`src/rtl/lpmd_pkg.sv`:
```
// Shared types and constants for the length-prefixed message deframer.
// No dependencies; imported by lpmd_core, lpmd_fifo and the top level.
package lpmd_pkg;

    localparam int unsigned LPMD_LIMIT_W       = 25;
    localparam int unsigned LPMD_OUT_DEPTH     = 4;
    localparam logic [2:0]  LPMD_LAST_LEN_BYTE = 3'd4;
    localparam logic [32:0] LPMD_HEADER_BYTES  = 33'd5;
    localparam logic [LPMD_LIMIT_W-1:0] LPMD_LIMIT_RESET = 25'd16777216;

    // result kinds
    localparam logic [1:0] KIND_PAYLOAD  = 2'd0;
    localparam logic [1:0] KIND_EMPTY    = 2'd1;
    localparam logic [1:0] KIND_FINISHED = 2'd2;
    localparam logic [1:0] KIND_ERROR    = 2'd3;

    // error codes
    localparam logic [1:0] ERR_DATA_LOSS    = 2'd0;
    localparam logic [1:0] ERR_PRECONDITION = 2'd1;
    localparam logic [1:0] ERR_EXHAUSTED    = 2'd2;

    // configuration register indexes
    localparam logic CFG_GZIP_INPUT_ENABLED = 1'b0;
    localparam logic CFG_FRAME_SIZE_LIMIT   = 1'b1;

    typedef struct packed {
        logic [1:0] result_kind;
        logic [7:0] payload_byte;
        logic       message_first;
        logic       message_last;
        logic       message_compressed;
        logic [1:0] error_code;
        logic       result_final;
    } lpmd_result_t;

    // what the deframer hands to the result queue in one cycle
    typedef struct packed {
        logic         valid0;
        logic         valid1;
        lpmd_result_t res0;
        lpmd_result_t res1;
    } lpmd_push_t;

endpackage

```
`src/rtl/lpmd_core.sv`:
```
// Framing state and per-request decode for the message deframer.
// Depends on lpmd_pkg; produces up to two results per accepted request.
module lpmd_core import lpmd_pkg::*; (
    input  logic                    aclk,
    input  logic                    aresetn,
    input  logic                    accept,
    input  logic [7:0]              body_byte,
    input  logic                    byte_present,
    input  logic                    body_end,
    input  logic                    gzip_input_enabled,
    input  logic [LPMD_LIMIT_W-1:0] frame_size_limit,
    output lpmd_push_t              push
);

    logic [2:0]              header_count_reg, header_count_next;
    logic [31:0]             length_acc_reg, length_acc_next;
    logic [LPMD_LIMIT_W-1:0] remaining_reg, remaining_next;
    logic                    compressed_reg, compressed_next;
    logic                    in_payload_reg, in_payload_next;
    logic                    first_pending_reg, first_pending_next;
    logic                    ignoring_reg, ignoring_next;

    logic [31:0]  acc_new;
    logic [32:0]  total;
    logic         byte_valid, end_valid;
    lpmd_result_t byte_res, end_res;

    assign acc_new = {length_acc_reg[23:0], body_byte};
    assign total   = {1'b0, acc_new} + LPMD_HEADER_BYTES;

    always_comb begin
        header_count_next  = header_count_reg;
        length_acc_next    = length_acc_reg;
        remaining_next     = remaining_reg;
        compressed_next    = compressed_reg;
        in_payload_next    = in_payload_reg;
        first_pending_next = first_pending_reg;
        ignoring_next      = ignoring_reg;
        byte_valid         = 1'b0;
        end_valid          = 1'b0;
        byte_res           = '0;
        end_res            = '0;

        if (!ignoring_reg && byte_present) begin
            if (in_payload_reg) begin
                byte_valid                  = 1'b1;
                byte_res.result_kind        = KIND_PAYLOAD;
                byte_res.payload_byte       = body_byte;
                byte_res.message_first      = first_pending_reg;
                byte_res.message_last       = (remaining_reg == LPMD_LIMIT_W'(1));
                byte_res.message_compressed = compressed_reg;
                first_pending_next          = 1'b0;
                remaining_next              = remaining_reg - LPMD_LIMIT_W'(1);
                if (remaining_reg == LPMD_LIMIT_W'(1)) begin
                    in_payload_next   = 1'b0;
                    header_count_next = '0;
                end
            end else if (header_count_reg == 3'd0) begin
                compressed_next   = body_byte[0];
                length_acc_next   = '0;
                header_count_next = 3'd1;
            end else begin
                length_acc_next   = acc_new;
                header_count_next = header_count_reg + 3'd1;
                if (header_count_reg == LPMD_LAST_LEN_BYTE) begin
                    header_count_next = '0;
                    if (total > {8'd0, frame_size_limit}) begin
                        byte_valid           = 1'b1;
                        byte_res.result_kind = KIND_ERROR;
                        byte_res.error_code  = ERR_EXHAUSTED;
                        ignoring_next        = 1'b1;
                    end else if (compressed_reg && !gzip_input_enabled) begin
                        byte_valid           = 1'b1;
                        byte_res.result_kind = KIND_ERROR;
                        byte_res.error_code  = ERR_PRECONDITION;
                        ignoring_next        = 1'b1;
                    end else if (acc_new == 32'd0) begin
                        byte_valid                  = 1'b1;
                        byte_res.result_kind        = KIND_EMPTY;
                        byte_res.message_compressed = compressed_reg;
                    end else begin
                        // size check bounds the length below 2^25
                        remaining_next     = acc_new[LPMD_LIMIT_W-1:0];
                        in_payload_next    = 1'b1;
                        first_pending_next = 1'b1;
                    end
                end
            end
        end

        // end of body is judged on the state after the byte
        if (body_end && !ignoring_next) begin
            end_valid            = 1'b1;
            end_res.result_final = 1'b1;
            if (in_payload_next || header_count_next != 3'd0) begin
                end_res.result_kind = KIND_ERROR;
                end_res.error_code  = ERR_DATA_LOSS;
            end else begin
                end_res.result_kind = KIND_FINISHED;
            end
            ignoring_next = 1'b1;
        end
        byte_res.result_final = !end_valid;

        push.valid0 = accept && (byte_valid || end_valid);
        push.valid1 = accept && byte_valid && end_valid;
        push.res0   = byte_valid ? byte_res : end_res;
        push.res1   = end_res;
    end

    always_ff @(posedge aclk) begin
        if (!aresetn) begin
            header_count_reg  <= '0;
            length_acc_reg    <= '0;
            remaining_reg     <= '0;
            compressed_reg    <= 1'b0;
            in_payload_reg    <= 1'b0;
            first_pending_reg <= 1'b0;
            ignoring_reg      <= 1'b0;
        end else if (accept) begin
            header_count_reg  <= header_count_next;
            length_acc_reg    <= length_acc_next;
            remaining_reg     <= remaining_next;
            compressed_reg    <= compressed_next;
            in_payload_reg    <= in_payload_next;
            first_pending_reg <= first_pending_next;
            ignoring_reg      <= ignoring_next;
        end
    end

endmodule

```
`src/rtl/lpmd_fifo.sv`:
```
// Small result queue: takes up to two results per cycle, hands out one.
// Depends on lpmd_pkg; DEPTH must be a power of two, at least 2.
module lpmd_fifo import lpmd_pkg::*; #(
    parameter int unsigned DEPTH = LPMD_OUT_DEPTH
) (
    input  logic         aclk,
    input  logic         aresetn,
    input  lpmd_push_t   push,
    output logic         room_for_two,
    output logic         out_valid,
    input  logic         out_ready,
    output lpmd_result_t out_data
);

    localparam int unsigned PW = $clog2(DEPTH);
    localparam int unsigned CW = $clog2(DEPTH + 1);

    lpmd_result_t mem [DEPTH];
    logic [PW-1:0] wr_ptr_reg, wr_ptr_next;
    logic [PW-1:0] rd_ptr_reg, rd_ptr_next;
    logic [CW-1:0] count_reg, count_next;
    logic [1:0]    wr_n;
    logic          rd;

    assign wr_n         = {1'b0, push.valid0} + {1'b0, push.valid1};
    assign rd           = out_valid && out_ready;
    assign out_valid    = (count_reg != '0);
    assign out_data     = mem[rd_ptr_reg];
    assign room_for_two = (count_reg <= CW'(DEPTH - 2));

    always_comb begin
        wr_ptr_next = wr_ptr_reg + PW'(wr_n);
        rd_ptr_next = rd_ptr_reg + PW'(rd);
        count_next  = count_reg + CW'(wr_n) - CW'(rd);
    end

    always_ff @(posedge aclk) begin
        if (push.valid0) begin
            mem[wr_ptr_reg] <= push.res0;
        end
        if (push.valid1) begin
            mem[wr_ptr_reg + PW'(1)] <= push.res1;
        end
    end

    always_ff @(posedge aclk) begin
        if (!aresetn) begin
            wr_ptr_reg <= '0;
            rd_ptr_reg <= '0;
            count_reg  <= '0;
        end else begin
            wr_ptr_reg <= wr_ptr_next;
            rd_ptr_reg <= rd_ptr_next;
            count_reg  <= count_next;
        end
    end

endmodule

```
`src/rtl/length_prefixed_message_deframer.sv`:
```
// Top level of the length-prefixed message deframer.
// Depends on lpmd_pkg, lpmd_core and lpmd_fifo.
//
//  channel   direction  handshake            payload
//  s_        in         s_valid / s_ready    body_byte, byte_present, body_end
//  m_        out        m_valid / m_ready    one result per transfer
//  cfg_      in         cfg_wr_en            cfg_index, cfg_wr_data
//
// One request is taken per cycle while s_ready is high; its results land in the
// result queue at the same edge and leave on m_ in order, one per cycle while
// m_ready is high. A request yielding two results (a byte plus body end) needs
// an extra output transfer; the queue read port sets the sustained output rate.
// s_ready is high while the queue can hold two more results.
// Reset (aresetn low at a clock edge) clears framing state and empties the queue.
module length_prefixed_message_deframer import lpmd_pkg::*; #(
    parameter int unsigned OUT_DEPTH = LPMD_OUT_DEPTH
) (
    input  logic                    aclk,
    input  logic                    aresetn,

    // configuration writes
    input  logic                    cfg_wr_en,
    input  logic                    cfg_index,
    input  logic [LPMD_LIMIT_W-1:0] cfg_wr_data,

    // request body input
    input  logic                    s_valid,
    output logic                    s_ready,
    input  logic [7:0]              s_body_byte,
    input  logic                    s_byte_present,
    input  logic                    s_body_end,

    // result output
    output logic                    m_valid,
    input  logic                    m_ready,
    output logic [1:0]              m_result_kind,
    output logic [7:0]              m_payload_byte,
    output logic                    m_message_first,
    output logic                    m_message_last,
    output logic                    m_message_compressed,
    output logic [1:0]              m_error_code,
    output logic                    m_result_final
);

    logic                    gzip_en_reg;
    logic [LPMD_LIMIT_W-1:0] limit_reg;
    logic                    s_accept;
    logic                    room_for_two;
    lpmd_push_t              push;
    lpmd_result_t            out_data;

    // configuration registers: user to write only while block idle; not enforced
    always_ff @(posedge aclk) begin
        if (!aresetn) begin
            gzip_en_reg <= 1'b0;
            limit_reg   <= LPMD_LIMIT_RESET;
        end else if (cfg_wr_en) begin
            case (cfg_index)
                CFG_GZIP_INPUT_ENABLED: gzip_en_reg <= cfg_wr_data[0];
                CFG_FRAME_SIZE_LIMIT:   limit_reg   <= cfg_wr_data;
                default:                gzip_en_reg <= gzip_en_reg;
            endcase
        end
    end

    // accept a request whenever the queue can absorb its worst case
    assign s_ready  = room_for_two;
    assign s_accept = s_valid && s_ready;

    // decode header / payload bytes and body end
    lpmd_core u_core (
        .aclk               (aclk),
        .aresetn            (aresetn),
        .accept             (s_accept),
        .body_byte          (s_body_byte),
        .byte_present       (s_byte_present),
        .body_end           (s_body_end),
        .gzip_input_enabled (gzip_en_reg),
        .frame_size_limit   (limit_reg),
        .push               (push)
    );

    // hold results until the consumer takes them
    lpmd_fifo #(
        .DEPTH (OUT_DEPTH)
    ) u_fifo (
        .aclk         (aclk),
        .aresetn      (aresetn),
        .push         (push),
        .room_for_two (room_for_two),
        .out_valid    (m_valid),
        .out_ready    (m_ready),
        .out_data     (out_data)
    );

    assign m_result_kind        = out_data.result_kind;
    assign m_payload_byte       = out_data.payload_byte;
    assign m_message_first      = out_data.message_first;
    assign m_message_last       = out_data.message_last;
    assign m_message_compressed = out_data.message_compressed;
    assign m_error_code         = out_data.error_code;
    assign m_result_final       = out_data.result_final;

endmodule

```
`config.mk`:
```
export PLATFORM = sky130hd
export DESIGN_NAME = length_prefixed_message_deframer
export DESIGN_NICKNAME = d
export VERILOG_FILES = /design/src/rtl/lpmd_pkg.sv /design/src/rtl/lpmd_core.sv /design/src/rtl/lpmd_fifo.sv /design/src/rtl/length_prefixed_message_deframer.sv
export SDC_FILE = /design/constraint.sdc
export NUM_CORES = 1
export LEC_CHECK = 0
export BUFFER_PORTS_ARGS = -buffer_cell sky130_fd_sc_hd__buf_4
export CAP_MARGIN = 20
export CORE_MARGIN = 5
export CORE_UTILIZATION = 50
export DETAILED_ROUTE_END_ITERATION = 6
export GPL_TIMING_DRIVEN = 0
export PLACE_DENSITY = 0.69
export SYNTH_ARGS = -nofsm -noshare
export SYNTH_HDL_FRONTEND = slang
export SYNTH_SLANG_ARGS = --single-unit
```
`constraint.sdc`:
```
create_clock -name aclk -period 6.25 [get_ports aclk]
set_input_delay 0.9375 -clock aclk [delete_from_list [all_inputs] [get_ports aclk]]
set_output_delay 0.9375 -clock aclk [all_outputs]
set_load 0.1 [all_outputs]
```
## Word level (Yosys, flattened, before mapping)

Memory sizes are Yosys's and may differ from the RTL's. A register that Yosys moved wholly into a read port is not among the register bits.
Index checks and enable logic that the tools add are counted.
W data, S select, Z words.

- Divide/modulo/power cells: 0
- Reduce and logical (&&, ||, !) cells: 24
- Equal/unequal tests: 6
- Add/sub/neg operators: 9
- Bitwise operators: 2
- Muxes and demuxes: 67
- Shift-type cells: 0
- $lt $le $gt $ge: 2
- Multiply operators: 0

Operator list:

| cell | number |
|---|---|
| $mux W25 | 6 |
| $mux W1 | 41 |
| $add A32 B3 Y33 const B | 1 |
| $gt A33 B25 Y1 | 1 |
| $logic_not A32 Y1 | 1 |
| $eq A25 B1 Y1 const B | 1 |
| $sub A25 B1 Y25 const B | 1 |
| $mux W24 | 1 |
| $mux W3 | 7 |
| $mux W2 | 9 |
| $mux W16 | 1 |
| $mux W15 | 1 |
| $mux W10 | 1 |
| $logic_and A1 B1 Y1 | 8 |
| $ne A2 B1 Y1 const B | 4 |
| $reduce_and A7 Y1 | 1 |
| $reduce_bool A3 Y1 | 2 |
| $logic_not A1 Y1 | 4 |
| $reduce_and A2 Y1 | 2 |
| $reduce_and A4 Y1 | 1 |
| $add A3 B1 Y3 const B | 1 |
| $add A3 B2 Y3 | 1 |
| $eq A3 B3 Y1 const B | 1 |
| $le A3 B2 Y1 const B | 1 |
| 10 further kinds | 12 |

- Word-level logic and storage cells: 123
- RAM bits: 64
- Bits in registers: 89
- Input port bits: 41
- Output and inout bits: 18
- ROM bits: 0
- Bits in latches: 0
- Memories: 1

Memory list:

| memory | words | width | rd ports | clocked after memory_dff | write ports | RTL line | RTL |
|---|---|---|---|---|---|---|---|
| u_fifo.mem | 4 | 16 | 1 | 1 | 2 | lpmd_fifo.sv:18 | `lpmd_result_t mem [DEPTH];` |

## Depth between registers and ports, before layout

Gate-level depths: netlist (run 1).

- Word-level depth: 16
- Depth in mapped cells: 26
- Mapped depth without buffers: 24

## Hierarchy

Synthesis (run 1) repeated with hierarchy kept, for this count alone.

- Cell total of the unflattened synthesis: 965
- Area total of the unflattened synthesis: 9,366.5 um2

Modules (own cells, without submodules):

| module | area an instance (um2) | cells each | instances | seq. area each (um2) |
|---|---|---|---|---|
| lpmd_core | 4,723.3 | 645 | 1 | 1,121.1 |
| lpmd_fifo | 3,537.1 | 199 | 1 | 2,062.0 |
| length_prefixed_message_deframer | 1,106.1 | 121 | 1 | 520.5 |

## Least setup slack after synthesis (run 1)

OpenSTA, ideal clock, no wires.

- Path type: input-to-reg
- Start point: input s_body_byte[6]
- End point: register u_fifo.count_reg[2]
- Required time: 6.122 ns
- Slack: 0.417 ns
- Library setup time: 0.128 ns
- Cell stages on the path: 26
- Arrival time: 5.706 ns
- Buffers on the path: 2
- Cells stage by stage: buf_2 -> nand4_1 -> or2_2 -> or3_1 -> or3_1 -> nor2_1 -> nand3_1 -> xnor2_1 -> ha_1 -> nand2_1 -> nor2_1 -> a21oi_1 -> mux2_2 -> o21a_1 -> buf_6 -> a31o_2 -> nand2_1 -> ha_1 -> nor2_1 -> ha_1 -> inv_1 -> ha_1 -> fa_1 -> xnor2_1 -> xnor2_1 -> nor2_1

- Cells in the longest elaborated chain, start to end: 15
- Elaborated cells on any way between the ends: 25
- Classes of those cells: 4 x add/sub; 1 x order compare; 13 x mux; 7 x reduce/logical

RTL lines:

| item | RTL line | RTL |
|---|---|---|
| start: declaration | length_prefixed_message_deframer.sv:29 | `input logic [7:0] s_body_byte,` |
| $add A32 B3 Y33 | lpmd_core.sv:29 | `assign total = {1'b0, acc_new} + LPMD_HEADER_BYTES;` |
| $gt A33 B25 Y1 | lpmd_core.sv:67 | `if (total > {8'd0, frame_size_limit}) begin` |
| $mux W1 | lpmd_core.sv:67 |  |
| $mux W1 | lpmd_core.sv:65 | `if (header_count_reg == LPMD_LAST_LEN_BYTE) begin` |
| $mux W1 | lpmd_core.sv:58 | `end else if (header_count_reg == 3'd0) begin` |
| $mux W1 | lpmd_core.sv:45 | `if (in_payload_reg) begin` |
| $mux W1 | lpmd_core.sv:44 | `if (!ignoring_reg && byte_present) begin` |
| $logic_not A1 Y1 | lpmd_core.sv:92 | `if (body_end && !ignoring_next) begin` |
| $logic_and A1 B1 Y1 | lpmd_core.sv:92 |  |
| $mux W1 | lpmd_core.sv:92 |  |
| $logic_or A1 B1 Y1 | lpmd_core.sv:105 | `push.valid0 = accept && (byte_valid \|\| end_valid);` |
| $logic_and A1 B1 Y1 | lpmd_core.sv:105 |  |
| $add A1 B1 Y2 * | lpmd_fifo.sv:25 | `assign wr_n = {1'b0, push.valid0} + {1'b0, push.valid1};` |
| $add A3 B2 Y3 * | lpmd_fifo.sv:34 | `count_next = count_reg + CW'(wr_n) - CW'(rd);` |
| $sub A3 B1 Y3 * | lpmd_fifo.sv:34 |  |
| end signal: assignment | lpmd_fifo.sv:54 | `count_reg <= count_next;` |
| end: declaration | lpmd_fifo.sv:21 | `logic [CW-1:0] count_reg, count_next;` |

Every way passes the cells marked *; elsewhere a longest branch is shown, timed or not.
A chain may end at the register's enable or synchronous reset.

## Worst setup path in the final report (run 1)

- Start point: input s_body_byte[7]
- End point: register u_fifo.count_reg[2]

The elaborated chain is that of the path after synthesis.

==> results of run 1 <==
[worst min path at each step]
stage                                   start                             end  slack [ps]
2_1_floorplan  u_fifo.mem[2][10]$_SDFFE_PP0P_  u_fifo.mem[2][10]$_SDFFE_PP0P_         430
3_3_place_gp    u_fifo.mem[2][8]$_SDFFE_PP0P_   u_fifo.mem[2][8]$_SDFFE_PP0P_         440
3_5_place_dp    u_fifo.mem[2][7]$_SDFFE_PP0P_   u_fifo.mem[2][7]$_SDFFE_PP0P_         450
4_1_cts            limit_reg[21]$_SDFFE_PN0P_      limit_reg[21]$_SDFFE_PN0P_         460
5_1_grt            limit_reg[21]$_SDFFE_PN0P_      limit_reg[21]$_SDFFE_PN0P_         470
6_report           limit_reg[21]$_SDFFE_PN0P_      limit_reg[21]$_SDFFE_PN0P_         450
[per-stage QoR]
| stage | setup TNS (ps) | instances | instance area (µm²) | hold WS [ps] | power, mW |
|---|---|---|---|---|---|
| 2_1_floorplan | 0 | 1062 | 8610 | 427 | 1.81 |
| 3_3_place_gp | -5930 | 1339 | 9280 | 441 | 2.00 |
| 3_5_place_dp | -5670 | 1339 | 9280 | 446 | 2.02 |
| 4_1_cts | 0 | 1371 | 9850 | 457 | 3.03 |
| 5_1_grt | -48.0 | 1375 | 9920 | 471 | 3.16 |
| 6_report | 0 | 1375 | 9920 | 453 | 3.04 |
[synth_stat cells, drive strengths merged (13+ instances only)]
| master | count |
|---|---|
| a21oi | 94 |
| a22oi | 19 |
| buf | 26 |
| clkbuf | 48 |
| dfxtp | 141 |
| ha | 38 |
| inv | 73 |
| mux4 | 16 |
| nand2 | 169 |
| nand3 | 48 |
| nor2 | 65 |
| nor3 | 17 |
| nor4 | 24 |
| o21ai | 56 |
| o22ai | 13 |
| xnor2 | 19 |
[final cells by class]
| type | count | share of cell area, % |
|---|---|---|
| Multi-Input combinational cell | 762 | 49.1 |
| Sequential cell | 153 | 32.1 |
| Timing Repair Buffer | 56 | 4.19 |
| Tap cell | 225 | 2.84 |
| Clock buffer | 18 | 4.33 |
| Clock inverter | 14 | 1.40 |
| Buffer | 74 | 3.31 |
| Inverter | 73 | 2.76 |
[what timing repair did]
item | CTS | global route
pin swaps | 0 | 1
hold endpoints to repair | 0 | 0
endpoints found under the setup margin | 3 | 5
buffers inserted | 0 | 2
resized for setup | 1 | 11
[worst max-delay path, delay by kind of cell]
family / cells / cell delay (ps)
compound gates: 2 / 490
fa+ha+maj: 5 / 1440
xor+xnor: 3 / 520
buf+inv: 3 / 410
mux: 1 / 330
simple gates: 12 / 2180
[layer usage]
layer | track usage [%] | vias to the layer above
met2 | 40.8 | 323
li1 | - | 3929
met3 | 4.17 | 39
met4 | 7.90 | 0
met1 | 33.7 | 3854
met5 | 0 | -
[power groups by stage]
stage	clock network, mW	logic (mW)	registers, mW
after floorplan	0	0.699	1.11
final	1.02	0.914	1.11
after global routing	1.06	0.978	1.11
after global placement	0	0.879	1.12
after detailed placement	0	0.893	1.13
after CTS	1.02	0.897	1.11
[kinds of logic after synthesis]
family,synth area share (%)
AOI/OAI and AO/OA,20.8
xor gates and xnor gates,2.95
adders and majority gates,5.76
buffers and inverters,6.94
DFF,37.0
muxes,4.55
and+or+nand+nor,22.1
==> results.yml, run 1 <==
timing:
  setup-violations-final: 0
  final.period_utilization_pct: 96.3
  max_slew.worst_pin.slew_ps: 904
  post_layout_min_period_ps: 6020
  final_max_slew_viol_count: 0
  postLayoutSetupSlackWorst_ps: 231
  timing_hold_violations_final: 0
  fin_worst_skew_ps: 8.74
  slew-limit-headroom_pct: 39.2
  max_clock_freq_mhz: 166
placement:
  number_of_input_and_output_port_buffers_inserted: 52
  place.detailed.hpwl_um: 17800
  gpl.final_weighted_congestion: 0.944
  pre_cts_ws_ps: -429
finish:
  layout.cells.most_common_list: "169 x sky130_fd_sc_hd__nand2_1, 141 x sky130_fd_sc_hd__dfxtp_1, 93 x sky130_fd_sc_hd__a21oi_1"
  postLayoutCoreUtil_pct: 57.9
  drive_gt1_share_pct: 13.7
  design.final.nets: 1217
  multi_input_area_mm2: 0.00487
  fillerInstances: 1595
  n_antenna_cell: 0
  flow.area_growth_from_synthesis_pct: 15.3
  sequential_cell_area_mm2: 0.00318
  largest_register_ffs: 64
  layout.cells.most_common: "sky130_fd_sc_hd__nand2_1"
route:
  first_iter_violations: 740
  drt-wirelength-per-cell_um: 18.1
  num_vias: 8145
  wl_met2_um: 12000
  m1WireLength_um: 10700
  via_per_inst: 5.92
  maxUsedRoutingLayer: "met4"
  postRouteAntennaNets: 0
  detail_route.wirelength_um: 24900
  detail_route.first_pass.iterations: 5
  drcViolationCount: 0
  met3WireLength_um: 1700
clock_network:
  cts_sinks: 153
  cts_max_level: 4
  tritoncts: "done"
  root_buffer: "sky130_fd_sc_hd__clkbuf_16"
  clock_latency_ps: 440
  cts_hold_buffers: 0
  path_clk_slew_ps: 70
  clock_path_buffers: 2
  numCtsBuffers: 17
power:
  sw_frac_of_total_pct: 37.6
  netSwitchingPower_mw: 1.14
  part_of_the_power_in_the_clock_network_pct: 33.5
  leakagePower_nw: 3.85
  internal_power_mw: 1.90
  power.share.sequential_pct: 36.4
  combPwrFrac_pct: 30.1
  power_per_cell_area_mw_per_mm2: 306
  vdd.ir_drop.worst_uv: 354
run:
  maximum_capacitance_violations: 0
synth:
  synth_warnings: 0
  ys.flop_type: "sky130_fd_sc_hd__dfxtp_1"
  synth_area_mm2: 0.00861
  synthDominantAreaCellType: "sky130_fd_sc_hd__dfxtp_1"
  synth_async_sr_flop_share_pct: 0
  syn-num-nets: 1142
  post_synth_edffs: 12
  post_synth_inst_count: 1062
  netlist_top_cells_area: "sky130_fd_sc_hd__dfxtp_1 33%, sky130_fd_sc_hd__nand2_1 7.4%, sky130_fd_sc_hd__ha_1 5.5%"
  post_synth_num_cell_types: 73
  synth.yosys.seq_area_share_pct: 37.0
  synth.avg_cell_area_um2: 8.10
  synth-seq-cells: 153
  netlist.area_leader.share_pct: 32.8
floorplanning:
  initial_core_utilization_pct: 50.3
  core_mm2: 0.0171
  floorplan.rows: 48
  number_of_top_level_pins: 59
  die-height_um: 141
  die_footprint_mm2: 0.0199
  die_width_um: 141
global_routing:
  number_of_global_route_vias_before_repair: 7491
  pin_count_of_the_biggest_net_entering_global_routing: 17
  wire_length_of_the_first_global_routing_pass_um: 39800
  grt_antenna_before_repair: 0
  grt_overflow: 0
  globalRouteTotalUtil_pct: 24.9
worst_setup_path:
  master_of_the_slowest_instance_on_the_critical_path: "sky130_fd_sc_hd__fa_1"
  endpoint_kind_of_the_worst_setup_timing_path: "register"
  criticalPathCategory: "in -> reg"
  startpoint_type: "input port"
  setup.worst_path.start: "s_body_byte[7]"
  r2r_end: "u_fifo.count_reg[2]$_SDFF_PN0_"
  worstReg2RegStart: "u_core.length_acc_reg[0]$_SDFFE_PN0P_"
  crit_path_max_incr_delay_ps: 480
  crit_end: "u_fifo.count_reg[2]$_SDFF_PN0_"
  rr_worst_depth: 25
  crit_arrival_ps: 6330
  critical_path_required_ps: 6560
  reg2reg_slack_ps: 390
  crit_path_max_fanout: 8
hold_path:
  timing.hold.worst_path_depth: 2
  hold_path_class: "reg -> reg"
status:
  status: "complete, no violations"
No activity file was read; power rests on OpenSTA's default activity.
==> run 2: changes to the inputs <==
Settings changed: PLACE_DENSITY 0.69 to 0.72.
Clock period 6.25 ns to 5.07 ns, I/O delays scaled along.
==> run 2 against run 1 <==
Compared with the run above:
- count of clock-buffer cells in the layout is 1 lower
- highest routed layer unchanged
- clock skew is 3.3 ps higher
- non-clock buffer count increased by 22
- setup slack got worse by 250 ps
- global-route usage is 0.42 points higher
- critical endpoint unchanged
- cell count grew 1.6%
- die area is the same
- power grew 26%
- the run now ends with negative setup slack left
- utilization increased by 2.9 points
- hold slack improved by 0.89 ps
- register-to-register slack got worse by 370 ps
==> results.yml, run 2 (synthesis results as in run 1) <==
timing:
  max_clock_freq_mhz: 197
  slew-limit-headroom_pct: 38.2
  fin_worst_skew_ps: 12.0
  holdWs_ps: 454
  setup-violations-final: 1
  post_layout_min_period_ps: 5090
  max_slew.worst_pin.slew_ps: 927
  final.period_utilization_pct: 100
  timing_hold_violations_final: 0
  postLayoutSetupSlackWorst_ps: -18.4
  final_max_slew_viol_count: 0
  totalNegativeSetupSlack_ps: -18.4
  unrepaired_setup_endpoints_after_global_routing: "true"
worst_setup_path:
  worstReg2RegStart: "u_core.length_acc_reg[0]$_SDFFE_PN0P_"
  crit_path_max_fanout: 5
  master_of_the_slowest_instance_on_the_critical_path: "sky130_fd_sc_hd__or4_4"
  r2r_end: "u_fifo.count_reg[2]$_SDFF_PN0_"
  reg2reg_slack_ps: 20
  rr_worst_depth: 25
  startpoint_type: "input port"
  path_common_cell: "sky130_fd_sc_hd__ha_4"
  crit_arrival_ps: 5390
  endpoint_kind_of_the_worst_setup_timing_path: "register"
  crit_path_max_incr_delay_ps: 520
  criticalPathCategory: "in -> reg"
  critical_path_required_ps: 5380
power:
  design_power_total_mw: 3.82
  power_per_cell_area_mw_per_mm2: 366
  leakagePower_nw: 4.06
  vdd.ir_drop.worst_uv: 333
clock_network:
  clock_latency_ps: 440
  tritoncts: "done"
  cts_max_level: 4
  path_clk_slew_ps: 70
  cts_sinks: 153
  numCtsBuffers: 17
  clock_path_buffers: 2
  root_buffer: "sky130_fd_sc_hd__clkbuf_16"
finish:
  flow.area_growth_from_synthesis_pct: 21.1
  layout.cells.most_common_list: "166 x sky130_fd_sc_hd__nand2_1, 138 x sky130_fd_sc_hd__dfxtp_1, 93 x sky130_fd_sc_hd__a21oi_1"
  finish.instance_area_mm2: 0.0104
  drive_gt1_share_pct: 18.2
  layout.cells.non_filler: 1397
  fillerInstances: 1464
  n_antenna_cell: 0
  layout.cells.most_common: "sky130_fd_sc_hd__nand2_1"
  postLayoutCoreUtil_pct: 60.9
  largest_register_ffs: 64
  design.final.nets: 1239
global_routing:
  wire_length_of_the_first_global_routing_pass_um: 40400
  number_of_global_route_vias_before_repair: 7787
  globalRouteTotalUtil_pct: 25.3
  grt_overflow: 0
  grt_antenna_before_repair: 0
  pin_count_of_the_biggest_net_entering_global_routing: 19
floorplanning:
  floorplan.rows: 48
  die_footprint_mm2: 0.0199
  die-height_um: 141
  core_mm2: 0.0171
  initial_core_utilization_pct: 50.3
  number_of_top_level_pins: 59
  die_width_um: 141
route:
  via_per_inst: 5.97
  first_iter_violations: 773
  drt-wirelength-per-cell_um: 18.2
  num_vias: 8334
  postRouteAntennaNets: 0
  detail_route.wirelength_um: 25400
  detail_route.first_pass.iterations: 5
  drcViolationCount: 0
placement:
  number_of_input_and_output_port_buffers_inserted: 52
  gpl.final_weighted_congestion: 0.972
  pre_cts_ws_ps: -1060
  place_inst: 1339
  place.detailed.hpwl_um: 17600
  postPlaceCellArea_mm2: 0.00936
hold_path:
  timing.hold.worst_path_depth: 2
  hold_path_class: "reg -> reg"
  hold_end: "limit_reg[16]$_SDFFE_PN0P_"
  min-delay-start: "limit_reg[16]$_SDFFE_PN0P_"
run:
  maximum_capacitance_violations: 0
status:
  violations: "negative setup slack"
  status: "complete, but fails checks"
-- run 2: final cells by class --
cell class                 instances  area, µm²  area share, %
multi-input combinational        762       5080           48.8
sequential                       153       3190           30.6
timing repair buffer              79        604           5.80
clock buffer                      17        425           4.08
buffer                            73        382           3.66
tap                              225        282           2.70
inverter                          73        277           2.65
clock inverter                    15        176           1.69
-- run 2: critical path, delay by kind of cell --
family / cells / cell delay, ps
muxes: 1 / 230
xor gates and xnor gates: 3 / 350
and+or+nand+nor: 10 / 1920
AOI/OAI and AO/OA: 2 / 330
adders and majority gates: 5 / 1240
buffers and inverters: 5 / 530
-- run 2: repair_timing --
action,4_1_cts,5_1_grt
hold buffers,0,0
pin swaps,13,24
resized for setup,35,29
setup endpoints to repair,66,57
setup buffers,6,21
-- run 2: worst max path at each step --
| stage | endpoint | slack, ps | from | cells after the start |
|---|---|---|---|---|
| after global routing | u_fifo.count_reg[2]$_SDFF_PN0_ | -270 | s_body_byte[6] | 26 |
| after global placement | u_fifo.mem[2][0]$_DFFE_PP_ | -970 | s_body_byte[0] | 18 |
| after CTS | u_fifo.count_reg[2]$_SDFF_PN0_ | 10 | s_body_byte[0] | 26 |
| after detailed placement | u_fifo.mem[2][0]$_DFFE_PP_ | -1060 | s_body_byte[0] | 20 |
| after floorplan | u_fifo.count_reg[2]$_SDFF_PN0_ | -270 | s_body_byte[6] | 26 |
| final | u_fifo.count_reg[2]$_SDFF_PN0_ | -20 | s_body_byte[6] | 26 |
-- run 2: routing by layer --
layer  up-vias  part of all wire (%)  GRT usage [%]
met5         -                     0              0
met4         0                   3.2           8.67
met3        67                   7.4           4.61
met2       360                    48           41.4
met1      3925                    42           33.8
li1       3982                     -              -
-- run 2: where the power goes --
group          internal (mW)  leakage, nW  switching, mW
logic                  0.369         2.50          0.806
clock network          0.668        0.297          0.614
registers               1.31         1.27         0.0537
total                   2.34         4.06           1.47
